`src/rtl/core/pfba_pkg.sv`:
```
// Shared types and constants of the paged fixed block allocator.
// Used by the page table, the link memory and the top level; no dependencies.
package pfba_pkg;

  localparam int unsigned MaxPages   = 16;
  localparam int unsigned MaxBlocks  = 64;
  localparam int unsigned PageW      = $clog2(MaxPages);
  localparam int unsigned BlockW     = $clog2(MaxBlocks);
  localparam int unsigned CountW     = BlockW + 1;
  localparam int unsigned OpenW      = PageW + 1;
  localparam int unsigned LinkAddrW  = PageW + BlockW;
  localparam int unsigned LinkW      = BlockW + 1;
  localparam int unsigned LinkDepth  = MaxPages * MaxBlocks;

  localparam int unsigned BlockSizeW = 13;
  localparam int unsigned BppW       = 7;
  localparam int unsigned OffsetW    = 18;
  localparam int unsigned StatusW    = 2;
  localparam int unsigned DataW      = 32;
  localparam int unsigned AddrW      = 3;

  localparam logic [BlockSizeW-1:0] BlockSizeRst     = 13'd16;
  localparam logic [BppW-1:0]       BlocksPerPageRst = 7'd10;

  localparam logic OpAlloc = 1'b0;
  localparam logic OpFree  = 1'b1;

  localparam logic RegBlockSize     = 1'b0;
  localparam logic RegBlocksPerPage = 1'b1;

  typedef enum logic [StatusW-1:0] {
    STATUS_OK     = 2'd0,
    STATUS_OOM    = 2'd1,
    STATUS_REJECT = 2'd2
  } status_e;

  typedef enum logic [2:0] {
    UPD_NONE = 3'd0,
    UPD_PUSH = 3'd1,
    UPD_POP  = 3'd2,
    UPD_INIT = 3'd3,
    UPD_OPEN = 3'd4
  } upd_kind_e;

  typedef struct packed {
    upd_kind_e           kind;
    logic [PageW-1:0]    page;
    logic [BlockW-1:0]   head;
    logic                head_valid;
    logic [CountW-1:0]   init;
  } pt_upd_t;

  typedef struct packed {
    logic                found;
    logic                use_list;
    logic [PageW-1:0]    page;
    logic                can_open;
    logic [PageW-1:0]    open_page;
  } pt_search_t;

  typedef struct packed {
    logic                page_open;
    logic                head_valid;
    logic [BlockW-1:0]   head;
    logic [CountW-1:0]   init;
  } pt_entry_t;

endpackage

```
`src/rtl/core/pfba_page_table.sv`:
```
// Per-page state: free-list head, init count and the open page count,
// with the in-order search for the first page that can serve. Uses pfba_pkg.
module pfba_page_table (
  input  logic                         clk_i,
  input  logic                         rst_ni,
  input  logic [pfba_pkg::CountW-1:0]  bpp_i,
  input  logic [pfba_pkg::PageW-1:0]   rd_page_i,
  input  pfba_pkg::pt_upd_t            upd_i,
  output pfba_pkg::pt_search_t         search_o,
  output pfba_pkg::pt_entry_t          entry_o
);

  logic [pfba_pkg::BlockW-1:0] head_q  [pfba_pkg::MaxPages];
  logic [pfba_pkg::CountW-1:0] init_q  [pfba_pkg::MaxPages];
  logic [pfba_pkg::MaxPages-1:0] hvalid_q;
  logic [pfba_pkg::OpenW-1:0]  pages_open_q;
  logic [pfba_pkg::MaxPages-1:0] cand;

  always_comb begin
    for (int p = 0; p < pfba_pkg::MaxPages; p++) begin
      cand[p] = (pfba_pkg::OpenW'(p) < pages_open_q) && (hvalid_q[p] || (init_q[p] < bpp_i));
    end
  end

  always_comb begin
    search_o.found    = 1'b0;
    search_o.use_list = 1'b0;
    search_o.page     = '0;
    for (int p = pfba_pkg::MaxPages - 1; p >= 0; p--) begin
      if (cand[p]) begin
        search_o.found    = 1'b1;
        search_o.use_list = hvalid_q[p];
        search_o.page     = pfba_pkg::PageW'(p);
      end
    end
    search_o.can_open  = pages_open_q < pfba_pkg::OpenW'(pfba_pkg::MaxPages);
    search_o.open_page = pages_open_q[pfba_pkg::PageW-1:0];
  end

  assign entry_o.page_open  = {1'b0, rd_page_i} < pages_open_q;
  assign entry_o.head_valid = hvalid_q[rd_page_i];
  assign entry_o.head       = head_q[rd_page_i];
  assign entry_o.init       = init_q[rd_page_i];

  always_ff @(posedge clk_i or negedge rst_ni) begin
    if (!rst_ni) begin
      pages_open_q <= pfba_pkg::OpenW'(1);
      hvalid_q     <= '0;
      for (int p = 0; p < pfba_pkg::MaxPages; p++) begin
        head_q[p] <= '0;
        init_q[p] <= '0;
      end
    end else begin
      case (upd_i.kind)
        pfba_pkg::UPD_NONE: begin
        end
        pfba_pkg::UPD_PUSH, pfba_pkg::UPD_POP: begin
          head_q[upd_i.page]   <= upd_i.head;
          hvalid_q[upd_i.page] <= upd_i.head_valid;
        end
        pfba_pkg::UPD_INIT: begin
          init_q[upd_i.page] <= upd_i.init;
        end
        pfba_pkg::UPD_OPEN: begin
          head_q[upd_i.page]   <= upd_i.head;
          hvalid_q[upd_i.page] <= upd_i.head_valid;
          init_q[upd_i.page]   <= upd_i.init;
          pages_open_q         <= pages_open_q + pfba_pkg::OpenW'(1);
        end
        default: begin
        end
      endcase
    end
  end

endmodule

```
`config.mk`:
```
export PLATFORM = sky130hd
export DESIGN_NAME = pfba_page_table
export DESIGN_NICKNAME = d
export VERILOG_FILES = /design/src/rtl/core/pfba_pkg.sv /design/src/rtl/core/pfba_page_table.sv
export SDC_FILE = /design/constraint.sdc
export NUM_CORES = 1
export LEC_CHECK = 0
export BUFFER_PORTS_ARGS = -buffer_cell sky130_fd_sc_hd__buf_2
export CAP_MARGIN = 0
export CORE_ASPECT_RATIO = 0.6
export CORE_MARGIN = 8
export CORE_UTILIZATION = 50
export DETAILED_ROUTE_END_ITERATION = 6
export PLACE_DENSITY = 0.67
export SLEW_MARGIN = 10
export SYNTH_ARGS = -nofsm -noshare
export SYNTH_HDL_FRONTEND = slang
export SYNTH_SLANG_ARGS = --single-unit
```
`constraint.sdc`:
```
create_clock -name clk_i -period 6.35 [get_ports clk_i]
set_clock_uncertainty 0.15 [all_clocks]
set_input_delay 1.905 -clock clk_i [delete_from_list [all_inputs] [get_ports clk_i]]
set_output_delay 1.905 -clock clk_i [all_outputs]
set_load 0.02 [all_outputs]
```
# Word-level counts from Yosys, hierarchy flattened
# Index checks and enable logic that the tools add are counted.
# word_totals
in_bits,34
output_inout_bits,26
elab_cells,150
register_bits,229
# classes
n_reduce_logical,36
bitwise,2
n_mux,33
order_cmp,40
addsub,1
n_eq_ne,4
# op_table
op,count
$mux W6,19
$bwmux W112,1
$lt A7 B7 Y1,16
$bwmux W96,1
$lt A4 B5 Y1 const A,8
$bmux W7 S4,1
$demux W7 S4,1
$bmux W6 S4,1
$demux W6 S4,1
$mux W7,3
$lt A3 B5 Y1 const A,4
$logic_and A1 B1 Y1,18
$bwmux W16,1
$logic_or A1 B1 Y1,16
$ge A5 B5 Y1 const B,2
$lt A1 B5 Y1 const A,2
$lt A2 B5 Y1 const A,2
$lt A4 B5 Y1 const B,2
$not A4 Y5,2
$eq A3 B2 Y1 const B,2
$add A5 B1 Y5 const B,1
$lt A4 B5 Y1,1
$lt A5 B1 Y1 const B,1
$lt A5 B5 Y1 const B,1
other kinds (8),9

# Depth between registers and ports, before layout
# Gate-level depths: netlist (run 1).
# depth
ltp_word,19
depth_mapped,10
mapped_depth_nobuf,10

# Worst setup path before layout (run 1)
# OpenSTA, ideal clock, no wires.
# synth_timing
kind,input to output
from,in bpp_i[5] (netlist name)
to,out search_o[5] (netlist name)
slack_ns,0.173
n_path_buf,0
t_arrival_ns,4.122
cell_stages,10
required_ns,4.295
path_cell_list,inv_1 -> ha_1 -> a21oi_1 -> nand2_1 -> a221oi_1 -> o21ai_1 -> nor3b_1 -> a31oi_1 -> o21ai_0 -> o31ai_1
# synth_lines
element,line,rtl
"start, declared",pfba_page_table.sv:6,"input logic [pfba_pkg::CountW-1:0] bpp_i,"
"end, declared",pfba_page_table.sv:9,"output pfba_pkg::pt_search_t search_o,"

==> flow_results.org, run 1 <==
** Synthesis
- For this run, the number of Yosys warnings is 0.
- Counting flops and latches in the post-synthesis netlist gives about 230.
- The most used flip-flop cell after synthesis is dfrtp_1.
- After synthesis the cells add up to 13,200 um^2.
- Sequential element share of the synthesized area :: 43.3%
- Post-Syn Area per Cell :: 13.1 um^2
- After synthesis, the share of flip-flops with an asynchronous set or reset is 100%.
- Number of distinct library cells after synthesis :: 70
- Number of instances in the synthesized netlist :: 1,010
- Yosys mapped a number of flops with a built-in enable equal to 0.
- The number of nets in the synthesized netlist is 1,144.

** Worst setup path
- Data on the critical path is required at its endpoint by 4.30 ns.
- STA classifies the critical path startpoint as an input pin.
- Most prevalent standard cell on the critical path :: buf_6
- The worst setup path is captured at an output pin.
- Crit Reg-Reg Startpoint :: pages_open_q[0]
- Data arrives at the worst endpoint at 4.45 ns.
- The setup path with the least slack is of type input pin to output pin.
- Beginning of the critical path :: bpp_i[2]
- Of all nets on the critical path, the largest fanout is 4.
- Sequence of cells on the critical path :: buf_8 > clkinvlp_4 > buf_12 > buf_6 > buf_4 > ha_4 > a21o_1 > a211oi_2 > o211a_1 > nand2b_4 > or3_4 > or4_4 > buf_6
- Largest incremental delay on the critical path :: 0.52 ns
- Cell with the biggest individual delay on the critical path :: or4_4

** Clocking
- Clock tree synthesis found a total of 229 sinks.
- The cell sitting at the root of the clock tree is a clkbuf_16.
- TritonCTS built the clock tree.
- Clock transition at path regs :: 0.06 ns
- Counting the buffers created by CTS gives 24.
- H-tree Lvls :: 1
- Later-pin clock latency in the skew report :: 0.53 ns
- After clock tree synthesis, the flow added hold-fix buffers numbering 0.
- Maximum buffer depth of the clock tree :: 3

** Final layout
- At the end of the flow, the number of nets in the layout was ~1,300.
- After filler insertion, the fill cell instance count of the layout stands at 2,087.
- Most used cells in the layout excluding fill and tap cells :: 228 x dfrtp_1, 224 x mux2_2, 93 x ha_1
- The repair_antennas step left the layout with diodes totalling 0.
- Post-route standard cell area excluding fillers :: roughly 16,000 um^2
- Area Overhead vs Synth :: 18.0%
- Leading cell type in the layout, fill and taps excluded :: dfrtp_1
- Share of final-layout standard cells stronger than drive strength 1 :: 46.9%

** Detailed routing
- # DRC :: 0
- WL per Instance :: 24.3 um
- The final route contains 9,193 vias.
- The first detailed-routing pass took 4 iterations.
- Final routed wirelength across all metal layers :: 36,300 um
- Avg Vias per Cell :: 6.16
- After the first detailed-routing iteration, the DRC count stood at 719.
- In this run the remaining antenna-violating nets after routing total 0.

** Floorplan
- The initialized floorplan defines 46 standard-cell rows.
- The core region is 26,200 um^2.
- Area of the die :: 32,100 um^2
- Die height :: 142 um
- The initial utilization of the core area, before any placement, comes to 50.5%.
- From left edge to right edge, the die measures 226 um.
- 60 I/O pins were placed.

** STA
- The worst pin sits at a relative slew slack of 35.2%.
- Shortest period the worst path allows :: ~6.5 ns
- In the final timing run, aggregate negative setup slack is -0.368 ns.
- Setup slack on the critical path of the routed design comes to -0.159 ns.
- After layout, the worst path uses 102% of the clock period.
- Top achievable clock speed :: 0.154 GHz
- Setup violation total in the final timing report :: 3
- Slew Limit Fails :: 0
- The count of endpoints failing hold in the final timing report was 0.
- Setup repair after global routing missed its margin :: true
- Post-route worst hold slack :: 0.351 ns
- Slew at the pin closest to its max-slew limit :: 0.969 ns

** Power and ir drop
- Power spent charging and discharging nets :: 0.00196 W
- Power per cell area :: ~360 nW/um^2
- Net switching fraction of the power :: 34.3%
- Sequential power share :: 37.4%
- IR analysis of the VDD net gives a maximum drop of around 0.19 mV.
- Cell Int Power :: 0.00374 W
- The clock network accounts for about a quarter of the total power.
- Proportion of power drawn by combinational gates :: about 37%
- Leak pwr :: approximately 7.0 nW

** Global route
- Final global-route overflow total :: 0
- Total track usage :: 23.0%
- The first global-routing pass estimated 56,800 um of wire.
- Via count of the first global-routing pass :: roughly 9,300
- The number of antenna violations at the first check in global routing came to 0.
- Entering global routing, the biggest net connects 109 pins.

** Placed design
- Timing analysis after detailed placement gives a worst setup slack of -0.273 ns.
- Global placer's final weighted congestion :: 0.917
- Once placement finished, the instance area stood at 14,300 um^2.
- Number of buffers inserted by port buffering :: 59
- DP HPWL :: about 27,000 um

** Job
- Number of max-cap violations :: 0

** Hold path
- The startpoint identified for the worst hold timing path is head_q[79].
- The tightest min-delay check is of the flip-flop to flip-flop type.

** Status
- Outcome :: finished, violations left
- The final reports fail on negative setup slack.
==> cells by family (layout without fill, tap and decap cells) <==
family	Yosys count	count (layout)	synth area share, %
adders and majority gates	100	100	9.45
DFF	229	229	43.3
buffers and inverters	65	188	2.17
and+or+nand+nor	163	163	6.38
xor gates and xnor gates	5	5	0.331
muxes	294	294	31.0
AOI/OAI and AO/OA	154	154	7.44
==> through the flow <==
stage	total power [W]	utilization [%]	cells
after floorplan	0.00330	-	1010
after global placement	0.00392	54.6	1437
after detailed placement	0.00399	54.6	1437
after CTS	0.00555	58.5	1485
after global routing	0.00598	59.5	1493
final	0.00569	59.5	1493
==> power groups by stage <==
stage	clock network, W	logic [W]	registers, W
floorplan	0	0.00130	0.00200
finish	0.00145	0.00211	0.00213
detailed placement	0	0.00185	0.00214
global placement	0	0.00180	0.00212
CTS	0.00148	0.00195	0.00211
global route	0.00153	0.00228	0.00218
==> cell usage after synthesis, types with 2 or more instances <==
cell	instances	area share, %
a2111oi_0	2	0.13
a211o_1	2	0.13
a211oi_1	7	0.40
a21o_1	12	0.68
a21oi_1	47	1.8
a2bb2oi_1	2	0.13
a31oi_1	4	0.19
a41oi_1	3	0.20
and2_1	2	0.094
and4_1	2	0.13
buf_1	4	0.11
buf_2	4	0.15
buf_4	4	0.23
buf_6	3	0.26
clkbuf_1	31	0.88
dfrtp_1	228	43
ha_1	100	9.4
inv_1	18	0.51
mux2_2	224	19
mux4_2	70	12
nand2_1	54	1.5
nand2b_1	11	0.52
nand3_1	12	0.45
nand3_2	2	0.15
nand4_1	3	0.14
nor2_1	32	0.91
nor2_2	3	0.14
nor2b_1	19	0.90
nor3_1	5	0.19
nor3_2	4	0.30
o2111ai_1	2	0.13
o211ai_1	3	0.17
o21a_1	4	0.23
o21ai_0	27	1.0
o21ai_1	11	0.42
o21bai_1	4	0.23
o22ai_1	6	0.28
o31ai_1	3	0.17
or4_1	2	0.11
xnor2_1	3	0.20
xor2_1	2	0.13
==> flip-flops by register name, summed over array words and instances, names as in the netlist <==
register      cells
hvalid_q         16
head_q           96
pages_open_q      5
init_q          112
==> critical path: cells and delay by family <==
family                     cells  cell delay [ns]
buffers and inverters          6             0.76
adders and majority gates      1             0.25
AOI/OAI and AO/OA              3             0.45
and+or+nand+nor                3             1.08
==> path summary, 6_finish.rpt <==
kind / endpoint / slack (ns) / cells past startpoint
min in group asynchronous: init_q[86] / 1.15 / 1
max in group asynchronous: head_q[33] / 3.74 / 2
hold reg to reg: head_q[79] / 0.35 / 1
setup / recovery: search_o[10] / -0.16 / 13
setup reg to reg: pages_open_q[3] / 4.58 / 3
hold / removal: head_q[79] / 0.35 / 1
==> timing repair <==
action	4_1_cts	5_1_grt
cloned	0	0
setup endpoints to repair	6	6
setup buffers	6	8
pin swaps	23	30
resized for setup	45	42
==> layout make-up <==
type | instances | area (um^2) | area share (%)
tap | 360 | 450 | 2.88
clock buffer | 34 | 699 | 4.48
inverter | 18 | 71.3 | 0.456
multi-input combinational | 716 | 7550 | 48.4
clock inverter | 8 | 96.3 | 0.617
timing repair buffer | 128 | 1020 | 6.53
sequential | 229 | 5730 | 36.7
==> per-layer routing <==
layer / global-route usage [%] / up-vias / wire length [um] / part of all wire [%]
met5: 0 / - / 0 / 0
met4: 4.33 / 0 / 612 / 1.7
met3: 8.03 / 49 / 3730 / 10
met2: 29.8 / 326 / 14200 / 39
met1: 36.1 / 4762 / 17700 / 49
li1: - / 4056 / - / -
Power figures use the tool's default switching activity.
==> run 2: changes to the inputs <==
--- a/config.mk
+++ b/config.mk
@@ -10,6 +10,7 @@
 export CORE_ASPECT_RATIO = 0.6
 export CORE_MARGIN = 8
 export CORE_UTILIZATION = 50
+export CTS_BUF_LIST = sky130_fd_sc_hd__clkbuf_4
 export DETAILED_ROUTE_END_ITERATION = 6
 export PLACE_DENSITY = 0.67
 export SLEW_MARGIN = 10
==> run 2 against run 1 <==
Compared with the run above:
- the flow still finishes with violations (negative setup slack)
- maximum frequency rose by 0.28%
- design area barely moved
- utilization about the same
- register-to-register slack got worse by 0.02 ns
- sequential power hardly changed
- non-clock buffer count decreased by 1
- largest power group unchanged
- worst hold slack better by 0.0023 ns
- wire length is 0.84% higher
- die area stayed put
- count of clock-buffer cells in the layout rose by 53
- setup slack gained 0.018 ns
- combinational power about the same
==> flow_results.org, run 2 (same netlist as run 1, synthesis figures left out) <==
** Detailed routing
- Avg Vias per Cell :: 6.05 (-1.8%)
- Iteration-0 DRC Markers :: 716 (-0.42%)
- Total number of vias :: 9,394 (+2.2%)
- Final routed wirelength across all metal layers :: 36,600 um (+0.84%)
- # DRC :: 0 (unchanged)
- The final routed wire length divided by cell count was 23.6 um (-3.1%).
- 1st-pass router iterations :: 5 (+1)
- DRT antenna net count :: 0 (unchanged)

** Power and ir drop
- Overall power of the completed layout :: 0.00548 W (-3.7%)
- The static leakage is 7.07 nW (+0.47%).
- Power per cell area :: 351 nW/um^2 (-3.7%)
- The peak supply drop is 0.139 mV (-25%).

** Worst setup path
- Reg-to-reg slack, setup :: 4.56 ns (-0.02 ns)
- CP Capture Type :: output pin
- Required time reported for the critical path endpoint :: 4.30 ns (about the same)
- Worst path arrival time :: 4.44 ns (about the same)
- Largest incremental delay on the critical path :: 0.46 ns (-0.06 ns)
- Worst path bufs/invs :: 5 (-1)
- By startpoint and endpoint, the worst setup path is classified as input pin to output pin.
- The worst setup path is launched from an input pin.
- FF-to-FF End :: pages_open_q[3]
- The worst register-to-register path begins at pages_open_q[0].
- The critical path goes through buf_8 > clkinvlp_4 > buf_12 > buf_6 > ha_1 > nand2_1 > o21ai_1 > a21oi_1 > o41ai_2 > a21oi_2 > or2_1 > or4_4 > buf_6.
- Most prevalent standard cell on the critical path :: buf_6
- Cell with the biggest individual delay on the critical path :: or4_4
- Depth of the worst register-to-register path :: 3 (unchanged)
- On the critical path the largest part of the delay comes from simple AND/OR/NAND/NOR gates.
- The maximum fanout encountered on the critical timing path was 7 (+3).

** Placed design
- Pre-CTS setup slack :: -0.273 ns (unchanged)
- The routability congestion estimate came to 0.917 (unchanged).
- The placed wire-length estimate is 26,800 um (unchanged).
- Number of buffers inserted by port buffering :: 59 (unchanged)
- Cell area after placement :: 14,300 um^2 (unchanged)

** STA
- The count of endpoints failing hold in the final timing report is 0 (unchanged).
- The worst slew slack as a fraction of its limit was 34.0% (-1.2 points).
- The fmax was 0.154 GHz (+0.28%).
- Setup repair after global routing missed its margin :: true
- The shortest period the worst path allows was 6.49 ns (-0.0185 ns).
- The aggregate negative setup slack came to -0.276 ns (+0.0922 ns).
- The final clock period utilization by the worst path was 102% (-0.29 points).
- The worst-case setup margin in the final layout was -0.140 ns (+0.0185 ns).
- Post-route worst hold slack :: 0.354 ns (+0.00234 ns)
- The total of endpoints with negative setup slack in the final report came to 3 (unchanged).
- The number of pins exceeding their max-slew limit in the final report came to 0 (unchanged).
- Slew at the pin closest to its max-slew limit :: 0.987 ns (+0.0183 ns)

** Floorplan
- The die outline height is 142 um (unchanged).
- Die span in x :: 226 um (unchanged)
- Starting density of the core :: 50.5% (unchanged)
- The row count was 46 (unchanged).
- Area of the die :: 32,100 um^2 (unchanged)
- Number of top-level pins :: 60 (unchanged)
- Placeable core region :: 26,200 um^2 (unchanged)

** Final layout
- Most used cells in the layout excluding fill and tap cells :: 228 x dfrtp_1, 224 x mux2_2, 88 x ha_1
- Share of final-layout standard cells stronger than drive strength 1 :: 49.8% (+3.0 points)
- Flip-flop count of the largest register after layout :: 112 (unchanged)
- Register Area :: 5730 um^2 (unchanged)
- The layout filler cell count is 2,157 (+3.4%).
- init_q holds more flip-flops than any other register.
- The final net count came to 1,282 (+2.5%).
- Area Overhead vs Synth :: 17.9% (about the same)
- Leaving out fill and tap cells, the most frequent cell in the layout is dfrtp_1.
- Leading registers by flop count :: init_q: 112 flops, head_q: 96 flops, hvalid_q: 16 flops
- The area of the multi-input gates came to 7640 um^2 (+1.2%).
- Post-route standard cell area excluding fillers :: 15,600 um^2 (about the same)

** Hold path
- Destination of the worst hold path :: head_q[15]
- The path class of the tightest hold or removal check is flip-flop to flip-flop.
- Hold-critical path depth :: 1 (unchanged)
- Hold path startpoint :: head_q[15]

** Global route
- The number of antenna violations at the first check in global routing is 2 (+2).
- The via count of the first global-routing pass was 9,583 (+2.7%).
- The global-route wire length before repair is 57,500 um (+1.2%).
- Maximum number of pins on one net before global-route repair :: 109 (unchanged)
- Total track usage :: 23.3% (+0.32 points)
- The leftover overflow at the end of global routing came to 0 (unchanged).

** Job
- Number of max-cap violations :: 0 (unchanged)

** Clocking
- The CTS clock-pin slew for the worst setup and hold paths came to 0.07 ns (about the same).
- Clock tree from TritonCTS :: built
- Clock Sinks :: 229 (unchanged)
- The number of hold buffers added after cts came to 0 (unchanged).
- The clock insertion delay at the later pin of the skew report was 0.68 ns (+0.15 ns).
- Maximum buffer depth of the clock tree :: 3 (unchanged)
- The total number of H-tree levels is 2 (+1).
- The number of buffers inserted during clock tree synthesis is 56 (+130%).
- CTS root buf :: clkbuf_4

** Status
- Failing checks :: negative setup slack
- Outcome :: finished, violations left
run 2: changes by cell type in the layout (fill, tap and decap cells not counted), moves of 3 or more:
cell       before  now
ha_4            6   11
clkbuf_16      25    0
o21ai_0        19   16
clkinv_1        0   10
clkbuf_8        4    0
clkbuf_1        5    0
ha_1           93   88
clkbuf_4        0   87
run 2: worst reg2reg max path: cells and delay by family (launching register included):
kind                      cells  cell delay (ns)
DFF                           1             0.70
xor gates and xnor gates      1             0.16
and+or+nand+nor               2             0.65
run 2: what timing repair did:
item	CTS	global route
endpoints found under the hold margin	0	0
setup endpoints to repair	6	6
gates resized for setup	45	53
buffers inserted	6	7
pin swaps	24	32
run 2: metal layers:
metal	share of wire (%)	GRT usage [%]	vias to the layer above
met4	1.5	5.45	2
met5	0.035	0	-
met1	48	36.0	4810
li1	-	-	4150
met2	39	30.0	382
met3	11	8.87	50
run 2: worst max-delay path by stage:
stage / startpoint / to / slack (ns) / cells after the start
floorplan: bpp_i[5] / search_o[5] / 0.17 / 10
global placement: bpp_i[2] / search_o[6] / -0.30 / 14
detailed placement: bpp_i[2] / search_o[6] / -0.27 / 14
CTS: bpp_i[2] / search_o[10] / -0.1 / 14
global route: bpp_i[2] / search_o[10] / -0.19 / 13
finish: bpp_i[2] / search_o[10] / -0.14 / 13
run 2: layout make-up:
| class | count | area share (%) |
|---|---|---|
| clock inverter | 15 | 0.385 |
| timing repair buffer | 127 | 6.43 |
| inverter | 18 | 0.457 |
| multi-input combinational | 716 | 48.9 |
| antenna | 1 | 0.0160 |
| clock buffer | 87 | 4.18 |
| tap | 360 | 2.88 |
| sequential | 229 | 36.7 |
run 2: where the power goes:
part | internal, W | total, W | switching, W | leakage [nW]
clock network | 0.000623 | 0.00124 | 0.000613 | 0.436
logic | 0.00108 | 0.00211 | 0.00103 | 3.76
registers | 0.00182 | 0.00213 | 0.000317 | 2.88
run 2: through the flow:
step | instances | utilization, %
global route | 1553 | 59.5
finish | 1553 | 59.5
global placement | 1437 | 54.6
CTS | 1545 | 58.3
detailed placement | 1437 | 54.6
floorplan | 1010 | -
